`src/rtl/slj_pkg.sv`:
```
package slj_pkg;

	// field and state widths
	localparam int TIME_W   = 48;
	localparam int TS_W     = 32;
	localparam int CNT_W    = 32;
	localparam int RATE_W   = 10;
	localparam int CLIENT_W = 16;
	localparam int MINLAG_W = 16;
	localparam int LAG_W    = 50;
	localparam int SLOW_W   = 4;
	localparam int IDX_W    = 32;

	// sent frames * 1000 needs CNT_W + 10 bits
	localparam int DIVN_W   = CNT_W + 10;
	localparam int DIVC_W   = $clog2(DIVN_W + 1);

	// timing and counter constants
	localparam logic signed [TIME_W:0]  HOLD_OFF_MS    = 49'sd5000;
	localparam logic signed [TIME_W:0]  CHECK_IVL_MS   = 49'sd200;
	localparam logic signed [LAG_W:0]   DEAD_BAND_MS   = 51'sd100;
	localparam logic [SLOW_W-1:0]       SLOW_MAX       = 4'd10;
	localparam logic [SLOW_W-1:0]       SLOW_NEEDED    = 4'd3;
	localparam logic [DIVN_W-1:0]       MS_PER_S       = 42'd1000;
	localparam logic [MINLAG_W-1:0]     MIN_LAG_RESET  = 16'd1000;

	// event codes
	typedef enum logic [1:0] {
		REQ_FRAME = 2'd0,
		REQ_JUDGE = 2'd1,
		REQ_RESET = 2'd2,
		REQ_NONE  = 2'd3
	} req_t;

	typedef enum logic [2:0] {
		ST_IDLE,
		ST_DECODE,
		ST_DIV,
		ST_LAG,
		ST_CHECK,
		ST_DONE
	} state_t;

	// controller -> datapath
	typedef struct packed {
		logic capture;
		logic count_inc;
		logic clear;
		logic fill;
		logic div_start;
		logic lag_calc;
		logic check;
		logic out_load;
	} slj_cmd_t;

	// datapath -> controller
	typedef struct packed {
		req_t req;
		logic hold_ok;
		logic video;
		logic div_busy;
	} slj_stat_t;

endpackage

```
`src/rtl/slj_div.sv`:
```
module slj_div
	import slj_pkg::*;
(
	input  logic              clk,
	input  logic              arst_n,
	input  logic              start,
	input  logic [DIVN_W-1:0] dividend,
	input  logic [RATE_W-1:0] divisor,
	output logic              busy,
	output logic [DIVN_W-1:0] quotient
);

	logic [DIVC_W-1:0] cnt_q;
	logic [DIVN_W-1:0] quo_q;
	logic [RATE_W-1:0] rem_q;
	logic [RATE_W-1:0] div_q;

	logic [RATE_W:0]   trial;
	logic              fits;
	logic [RATE_W:0]   diff;

	// one restoring step per cycle, dividend bits shift out as quotient bits shift in
	assign trial = {rem_q, quo_q[DIVN_W-1]};
	assign fits  = trial >= {1'b0, div_q};
	assign diff  = trial - {1'b0, div_q};

	always_ff @(posedge clk or negedge arst_n) begin
		if (!arst_n) begin
			cnt_q <= '0;
		end else if (start) begin
			cnt_q <= DIVC_W'(DIVN_W);
		end else if (cnt_q != '0) begin
			cnt_q <= cnt_q - 1'b1;
		end
	end

	always_ff @(posedge clk) begin
		if (start) begin
			quo_q <= dividend;
			rem_q <= '0;
			div_q <= divisor;
		end else if (cnt_q != '0) begin
			quo_q <= {quo_q[DIVN_W-2:0], fits};
			rem_q <= fits ? diff[RATE_W-1:0] : trial[RATE_W-1:0];
		end
	end

	assign busy     = (cnt_q != '0);
	assign quotient = quo_q;

endmodule

```
`src/rtl/slj_dp.sv`:
```
module slj_dp
	import slj_pkg::*;
(
	input  logic                clk,
	input  logic                arst_n,
	input  slj_cmd_t            cmd,
	output slj_stat_t           stat,
	input  logic                cfg_wr_en,
	input  logic [MINLAG_W-1:0] cfg_wr_data,
	input  logic [1:0]          req_type,
	input  logic [TIME_W-1:0]   now_ms,
	input  logic                is_video,
	input  logic [CLIENT_W-1:0] client_frames,
	input  logic [RATE_W-1:0]   frame_rate,
	input  logic [TS_W-1:0]     send_timestamp,
	input  logic                jump_ok,
	input  logic [IDX_W-1:0]    jump_target,
	output logic                jump,
	output logic [IDX_W-1:0]    jump_index
);

	// config
	logic [MINLAG_W-1:0]     min_lag_q;

	// tracking state
	logic [TIME_W-1:0]       last_jump_q;
	logic [TIME_W-1:0]       connect_q;
	logic [TS_W-1:0]         first_ts_q;
	logic [CNT_W-1:0]        count_q;
	logic signed [LAG_W-1:0] prev_lag_q;
	logic [TIME_W-1:0]       last_check_q;
	logic [SLOW_W-1:0]       slow_q;

	// captured beat
	req_t                    req_q;
	logic [TIME_W-1:0]       now_q;
	logic                    video_q;
	logic [CLIENT_W-1:0]     client_q;
	logic [RATE_W-1:0]       rate_q;
	logic [TS_W-1:0]         ts_q;
	logic                    ok_q;
	logic [IDX_W-1:0]        target_q;

	// work registers
	logic signed [LAG_W-1:0] lag_q;
	logic                    res_q;

	logic [TIME_W-1:0]       eff_last_jump;
	logic signed [TIME_W:0]  hold_diff;
	logic [DIVN_W-1:0]       sent_ms_x;
	logic                    div_busy;
	logic [DIVN_W-1:0]       quotient;
	logic [DIVN_W-1:0]       sent_raw;
	logic [DIVN_W-1:0]       span;
	logic [DIVN_W-1:0]       sent_min;
	logic signed [LAG_W-1:0] lag_d;
	logic signed [LAG_W:0]   change;
	logic signed [TIME_W:0]  check_diff;
	logic                    check_ok;
	logic                    big_move;
	logic [SLOW_W-1:0]       slow_next;
	logic signed [LAG_W:0]   floor_sum;
	logic                    client_ok;
	logic                    jump_now;

	// hold-off test sees the last jump time as it is after the unset fill
	assign eff_last_jump = (last_jump_q == '0) ? now_q : last_jump_q;
	assign hold_diff     = $signed({1'b0, now_q}) - $signed({1'b0, eff_last_jump});

	// sent frames in ms, divided by frame rate in the divider
	assign sent_ms_x = {{(DIVN_W-CNT_W){1'b0}}, count_q} * MS_PER_S;

	slj_div u_div (
		.clk      (clk),
		.arst_n   (arst_n),
		.start    (cmd.div_start),
		.dividend (sent_ms_x),
		.divisor  (rate_q),
		.busy     (div_busy),
		.quotient (quotient)
	);

	// sent media time capped by timestamp span, then lag against wall time
	assign sent_raw = (rate_q == '0) ? '0 : quotient;
	assign span     = {{(DIVN_W-TS_W){1'b0}}, ts_q - first_ts_q};
	assign sent_min = (span < sent_raw) ? span : sent_raw;
	assign lag_d    = $signed({2'b00, now_q}) - $signed({2'b00, connect_q})
			- $signed({{(LAG_W-DIVN_W){1'b0}}, sent_min});

	// slowness update with dead band
	assign change     = $signed({prev_lag_q[LAG_W-1], prev_lag_q}) - $signed({lag_q[LAG_W-1], lag_q});
	assign check_diff = $signed({1'b0, now_q}) - $signed({1'b0, last_check_q});
	assign check_ok   = check_diff > CHECK_IVL_MS;
	assign big_move   = (change > DEAD_BAND_MS) || (change < -DEAD_BAND_MS);

	always_comb begin
		slow_next = slow_q;
		if (big_move && change[LAG_W] && slow_q < SLOW_MAX) begin
			slow_next = slow_q + 1'b1;
		end else if (big_move && !change[LAG_W] && slow_q != '0) begin
			slow_next = slow_q - 1'b1;
		end
	end

	// jump decision; client buffer under 1000 ms is client_frames < frame_rate
	assign floor_sum = $signed({lag_q[LAG_W-1], lag_q})
			+ $signed({{(LAG_W+1-MINLAG_W){1'b0}}, min_lag_q});
	assign client_ok = (rate_q == '0) || (client_q < {{(CLIENT_W-RATE_W){1'b0}}, rate_q});
	assign jump_now  = !floor_sum[LAG_W] && (slow_next >= SLOW_NEEDED) && client_ok && ok_q;

	// config register
	always_ff @(posedge clk or negedge arst_n) begin
		if (!arst_n) begin
			min_lag_q <= MIN_LAG_RESET;
		end else if (cfg_wr_en) begin
			min_lag_q <= cfg_wr_data;
		end
	end

	// tracking state
	always_ff @(posedge clk or negedge arst_n) begin
		if (!arst_n) begin
			last_jump_q  <= '0;
			connect_q    <= '0;
			first_ts_q   <= '0;
			count_q      <= '0;
			prev_lag_q   <= '0;
			last_check_q <= '0;
			slow_q       <= '0;
		end else if (cmd.clear) begin
			last_jump_q  <= '0;
			connect_q    <= '0;
			first_ts_q   <= '0;
			count_q      <= '0;
			prev_lag_q   <= '0;
			last_check_q <= '0;
			slow_q       <= '0;
		end else begin
			if (cmd.count_inc && count_q != '1) begin
				count_q <= count_q + 1'b1;
			end
			if (cmd.fill) begin
				if (last_jump_q == '0) begin
					last_jump_q <= now_q;
				end
				if (connect_q == '0) begin
					connect_q  <= now_q;
					first_ts_q <= ts_q;
				end
			end
			if (cmd.check && check_ok) begin
				last_check_q <= now_q;
				prev_lag_q   <= lag_q;
				slow_q       <= jump_now ? '0 : slow_next;
				if (jump_now) begin
					last_jump_q <= now_q;
				end
			end
		end
	end

	// beat capture and work registers
	always_ff @(posedge clk) begin
		if (cmd.capture) begin
			req_q    <= req_t'(req_type);
			now_q    <= now_ms;
			video_q  <= is_video;
			client_q <= client_frames;
			rate_q   <= frame_rate;
			ts_q     <= send_timestamp;
			ok_q     <= jump_ok;
			target_q <= jump_target;
			res_q    <= 1'b0;
		end else if (cmd.check && check_ok && jump_now) begin
			res_q <= 1'b1;
		end
		if (cmd.lag_calc) begin
			lag_q <= lag_d;
		end
		if (cmd.out_load) begin
			jump       <= res_q;
			jump_index <= res_q ? target_q : '0;
		end
	end

	assign stat.req      = req_q;
	assign stat.hold_ok  = hold_diff > HOLD_OFF_MS;
	assign stat.video    = video_q;
	assign stat.div_busy = div_busy;

endmodule

```
`src/rtl/slj_ctrl.sv`:
```
module slj_ctrl
	import slj_pkg::*;
(
	input  logic      clk,
	input  logic      arst_n,
	input  logic      in_valid,
	output logic      in_ready,
	output logic      out_valid,
	input  logic      out_ready,
	input  slj_stat_t stat,
	output slj_cmd_t  cmd
);

	state_t state_q;
	state_t state_d;
	logic   out_valid_q;
	logic   out_free;

	assign out_free  = !out_valid_q || out_ready;
	assign out_valid = out_valid_q;

	// next state
	always_comb begin
		state_d = state_q;
		unique case (state_q)
			ST_IDLE: begin
				if (in_valid) begin
					state_d = ST_DECODE;
				end
			end
			ST_DECODE: begin
				if (stat.req == REQ_JUDGE && stat.hold_ok && stat.video) begin
					state_d = ST_DIV;
				end else begin
					state_d = ST_DONE;
				end
			end
			ST_DIV: begin
				if (!stat.div_busy) begin
					state_d = ST_LAG;
				end
			end
			ST_LAG:   state_d = ST_CHECK;
			ST_CHECK: state_d = ST_DONE;
			ST_DONE: begin
				if (out_free) begin
					state_d = ST_IDLE;
				end
			end
			default:  state_d = ST_IDLE;
		endcase
	end

	// commands
	always_comb begin
		cmd      = '0;
		in_ready = 1'b0;
		unique case (state_q)
			ST_IDLE: begin
				in_ready    = 1'b1;
				cmd.capture = in_valid;
			end
			ST_DECODE: begin
				unique case (stat.req)
					REQ_FRAME: cmd.count_inc = 1'b1;
					REQ_JUDGE: begin
						cmd.fill      = 1'b1;
						cmd.div_start = stat.hold_ok && stat.video;
					end
					REQ_RESET: cmd.clear = 1'b1;
					REQ_NONE:  cmd.clear = 1'b0;
					default:   cmd.clear = 1'b0;
				endcase
			end
			ST_DIV:   cmd.lag_calc = 1'b0;
			ST_LAG:   cmd.lag_calc = 1'b1;
			ST_CHECK: cmd.check = 1'b1;
			ST_DONE:  cmd.out_load = out_free;
			default:  cmd.out_load = 1'b0;
		endcase
	end

	always_ff @(posedge clk or negedge arst_n) begin
		if (!arst_n) begin
			state_q     <= ST_IDLE;
			out_valid_q <= 1'b0;
		end else begin
			state_q <= state_d;
			if (cmd.out_load) begin
				out_valid_q <= 1'b1;
			end else if (out_ready) begin
				out_valid_q <= 1'b0;
			end
		end
	end

endmodule

```
`src/rtl/stream_lag_jump_detector_top.sv`:
```
// Lag jump detector for one client's live stream.
// Input channel (in_valid/in_ready): one beat per event; req_type selects
// frame sent, judge, reset of the tracking state, or no action. Output channel
// (out_valid/out_ready): exactly one result beat per input beat, in order;
// jump is 1 when the sender should skip to jump_index.
// Config: cfg_wr_en/cfg_wr_data write min_lag_ms; the user must write only while
// no beat is in flight, as the block itself does not enforce it.
// Path: frame sent, reset and no-action events, and judge events stopped by the
// 5 s hold-off or by a non-video item, go from DECODE straight to DONE. A judge
// that measures lag passes DECODE, DIV, LAG, CHECK and DONE; DIV waits for the
// bit-serial divide of sent frames * 1000 by the frame rate in the divider.
// Flow: one beat in flight; a new beat is accepted at the earliest in the cycle
// after the previous result is loaded into the output register.
// Stall: the output register holds its beat while out_ready is low; the next
// beat is still accepted and worked, and waits at the end until it frees.
// Reset: arst_n clears all tracking state and out_valid, and sets min_lag_ms
// to 1000; jump and jump_index are not reset.
module stream_lag_jump_detector_top
	import slj_pkg::*;
(
	input  logic                clk,
	input  logic                arst_n,
	input  logic                cfg_wr_en,
	input  logic [MINLAG_W-1:0] cfg_wr_data,
	input  logic                in_valid,
	output logic                in_ready,
	input  logic [1:0]          req_type,
	input  logic [TIME_W-1:0]   now_ms,
	input  logic                is_video,
	input  logic [CLIENT_W-1:0] client_frames,
	input  logic [RATE_W-1:0]   frame_rate,
	input  logic [TS_W-1:0]     send_timestamp,
	input  logic                jump_ok,
	input  logic [IDX_W-1:0]    jump_target,
	output logic                out_valid,
	input  logic                out_ready,
	output logic                jump,
	output logic [IDX_W-1:0]    jump_index
);

	slj_cmd_t  cmd;
	slj_stat_t stat;

	slj_ctrl u_ctrl (
		.clk       (clk),
		.arst_n    (arst_n),
		.in_valid  (in_valid),
		.in_ready  (in_ready),
		.out_valid (out_valid),
		.out_ready (out_ready),
		.stat      (stat),
		.cmd       (cmd)
	);

	slj_dp u_dp (
		.clk            (clk),
		.arst_n         (arst_n),
		.cmd            (cmd),
		.stat           (stat),
		.cfg_wr_en      (cfg_wr_en),
		.cfg_wr_data    (cfg_wr_data),
		.req_type       (req_type),
		.now_ms         (now_ms),
		.is_video       (is_video),
		.client_frames  (client_frames),
		.frame_rate     (frame_rate),
		.send_timestamp (send_timestamp),
		.jump_ok        (jump_ok),
		.jump_target    (jump_target),
		.jump           (jump),
		.jump_index     (jump_index)
	);

endmodule

```
`config.mk`:
```
export PLATFORM = sky130hd
export DESIGN_NAME = stream_lag_jump_detector_top
export DESIGN_NICKNAME = d
export VERILOG_FILES = /design/src/rtl/slj_pkg.sv /design/src/rtl/slj_div.sv /design/src/rtl/slj_dp.sv /design/src/rtl/slj_ctrl.sv /design/src/rtl/stream_lag_jump_detector_top.sv
export SDC_FILE = /design/constraint.sdc
export NUM_CORES = 2
export LEC_CHECK = 0
export BUFFER_PORTS_ARGS = -buffer_cell sky130_fd_sc_hd__buf_2
export CORE_MARGIN = 4
export CORE_UTILIZATION = 35
export CTS_CLUSTER_DIAMETER = 100
export CTS_CLUSTER_SIZE = 25
export DETAILED_ROUTE_END_ITERATION = 10
export RECOVER_POWER = 50
export SLEW_MARGIN = 30
export SYNTH_ARGS = -nofsm -noshare
export SYNTH_HDL_FRONTEND = slang
export SYNTH_HIERARCHICAL = 1
export SYNTH_SLANG_ARGS = --single-unit
```
`constraint.sdc`:
```
create_clock -name clk -period 12.7 [get_ports clk]
set_input_delay 0.635 -clock clk [delete_from_list [all_inputs] [get_ports clk]]
set_output_delay 0.635 -clock clk [all_outputs]
set_load 0.01 [all_outputs]
```
==> reports/metrics.yaml <==
synth:
  synth_flop_cell: "dfrtp_1"
  synth_top_family_by_area: "adder cells"
  synth_mux_area_frac: 0.0372
  yosysTopAreaCell: "edfxtp_1"
  synth-simple-area-share: 0.154
  synth_common_cells: "a21oi_1, nor2_1, ha_1"
  synthTopCellsByArea: "edfxtp_1, dfrtp_1, ha_1, a21oi_1, fa_1"
  synth_compound_area_frac: 0.177
  syn_area_um2: 43700
  synth_fa_ha_area_frac: 0.177
  synth_most_common_cell: "a21oi_1"
  synth-edff-count: 277
  ys_ff_latch: 576
  ys_seq_area_frac: 0.360
  syn_avg_cell_area_um2: 9.38
  ys_warn_count: 6
  synth_xor_xnor_area_share: 0.0509
  post-synth-top-area-fraction: 0.190
  syn_inst: 4663
  async_flop_share: 0.500
  ys_types: 107
cells_and_area:
  final_nets: 5496
  fin_util: 0.385
  n_fill_cell: 12400
  areaGrowthSynthToFinish_pct: 9.07
  drive_above_1_share: 0.0756
power:
  power_density_nw_per_um2: 261
  irDropWorstVdd_mv: 0.136
  leakage_nw: 20.8
die:
  fp-row-count: 129
  fp.dieH_um: 362
  core_area_um2: 124000
  start_util: 0.353
  fp.dieW_um: 362
  die_area_um2: 131000
  ioPinCount: 198
placed_design:
  gp_congestion: 0.909
  dp_hpwl_mm: 92.6
  placement.io_buffers: 197
  place_ws_ns: 2.25
route:
  routed_wl_mm: 119
  via_per_inst: 5.34
  dr.pass1.iters: 5
  via_count: 34500
  routedWlPerCell_um: 18.4
  final_antenna_net_count: 0
  first_iter_violations: 2482
  drc: 0
timing:
  fmax_ghz: 0.0943
  grt_setup_unrepaired: "no"
  slew_headroom: -2.86
  setup_slack_ns: 2.09
  max_slew.worst_pin.slew_ns: 5.79
  layout_min_cycle_time_ns: 10.61
  hold_viol_final: 0
  tns_ns: 0
  setup_violations: 0
  finalMaxSlewViolations: 312
  skew_ns: 0.0281
  post-route-period-util: 0.835
critical_path:
  crit_path_max_fanout: 20
  r2r_slack_ns: 2.09
  cp_num_buf_inv: 2
  crit_top_cell: "a21oi_1"
  crit_family: "compound AO/OA/AOI/OAI gates"
  crit_start: "u_dp/ts_q[0]$_DFFE_PP_"
  r2r_start: "u_dp/ts_q[0]$_DFFE_PP_"
  cp_data_required_time_ns: 13.07
  cp.depth: 44
  arrival_ns: 10.98
  startpoint_type: "flop"
  path_class: "flop to flop"
  critPathMaxStageDelay_ns: 0.57
  rr_worst_depth: 44
  crit_slowest_cell: "o31ai_1"
  cp-end-kind: "flop"
global_routing:
  antenna_found_initial: 23
  grt_pass1_vias: 33500
  grt_first_pass_wirelength_mm: 190
  grt_max_degree: 104
  grt_overflow: 0
  grt_usage: 0.179
clock_network:
  hold_buffers: 0
  cts.sinks: 576
  numCtsBuffers: 36
  clkTransAtPathRegs_ns: 0.10
  clk_latency_ns: 0.63
  clk_path_buf_depth: 3
  clk_root_buffer_cell: "clkbuf_16"
  postCtsResizedCells: 0
  postCtsSetupRepairBufs: 0
  cts_tree: "yes"
  htree_num_levels: 2
status:
  violations: "capacitance limit, slew limit"
  status: "finished with violations"
flow_run:
  maxCapViolations: 5
min_path:
  hp-start: "now_ms[34]"
  worstHoldPathCells: 1
  hp-class: "primary input to flop"
state kept, by name (all words and copies together) (netlist names), 42 cells and up:
name	cells
u_dp/lag_q	50
u_dp/prev_lag_q	50
u_dp/connect_q	48
u_dp/last_check_q	48
u_dp/last_jump_q	48
u_dp/now_q	48
u_dp/u_div/quotient	42
metal layers:
metal	wire, µm	GRT usage	vias up
met5	106	0	-
met4	2860	0.0453	16
met3	5720	0.0260	123
met2	53600	0.287	721
met1	56900	0.253	16600
li1	-	-	17000
cell families after synthesis:
| family | after synthesis |
|---|---|
| other cells | 2 |
| mux | 155 |
| buf+inv | 476 |
| compound gates | 1231 |
| flops | 576 |
| fa+ha+maj | 545 |
| simple gates | 1424 |
| xor+xnor | 254 |
cell type report:
cell class	count	area [µm²]	area share
flip-flops and latches	576	15800	0.330
well taps	1637	2050	0.0429
multi-input cells	3622	26200	0.550
inverters	324	1220	0.0255
diodes	12	30.0	0.000629
repair buffers	228	1180	0.0248
clock inverters	20	273	0.00572
clock buffers	44	962	0.0202
worst register-to-register path, delay by kind of cell (launching register included):
kind                     cells  cell delay [ns]
AO/OA/AOI/OAI               28             6.40
AND/OR/NAND/NOR              7             1.62
adder cells (fa/ha/maj)      5             1.53
flip-flops                   1             0.39
XOR/XNOR                     2             0.31
buffers and inverters        2             0.13
per-stage QoR:
stage,cell area [µm²],instances,power [mW],hold WS (ns)
3_5_place_dp,46500,6385,11.0,0.465
6_report,47700,6463,12.4,0.171
3_3_place_gp,46500,6384,10.9,0.447
4_1_cts,47700,6449,12.4,0.0449
2_1_floorplan,43800,4674,8.97,0.339
5_1_grt,47700,6454,13.5,0.127
final timing paths:
kind / endpoint
max in group asynchronous: u_dp/count_q[12]$_DFFE_PN0P_
hold reg to reg: u_dp/u_div/div_q[8]$_DFFE_PP_
hold / removal: u_dp/now_q[34]$_DFFE_PP_
setup reg to reg: u_dp/lag_q[46]$_DFFE_PP_
setup / recovery: u_dp/lag_q[46]$_DFFE_PP_
min in group asynchronous: u_dp/last_jump_q[41]$_DFF_PN0_
where the power goes:
group	leakage (nW)	total (mW)	internal (mW)	switching (mW)
logic	13.7	8.07	3.24	4.83
registers	6.51	3.02	2.64	0.380
clock network	0.599	1.34	0.601	0.739
total	20.8	12.4	6.48	5.95
cell usage in the layout (no fill, tap or decap), types with 29 or more instances in the layout:
master / synthesis / layout
a21oi_1: 509 / 509
nor2_1: 429 / 429
ha_1: 420 / 420
nand2_1: 415 / 413
inv_1: 323 / 323
dfrtp_1: 282 / 282
edfxtp_1: 277 / 277
o21ai_0: 172 / 172
xnor2_1: 170 / 170
buf_2: 21 / 143
a21o_1: 142 / 142
fa_1: 125 / 125
nand3_1: 99 / 99
mux2i_1: 95 / 95
xor2_1: 84 / 84
nand4_1: 68 / 68
clkbuf_1: 118 / 64
mux2_2: 60 / 60
nor3_1: 59 / 58
nor2b_1: 54 / 54
o21a_1: 54 / 54
nor4_1: 54 / 52
nand2b_1: 49 / 49
a211oi_1: 42 / 42
o21bai_1: 41 / 41
clkbuf_16: 0 / 37
and2_1: 48 / 29
No activity file was read; power rests on OpenSTA's default activity.
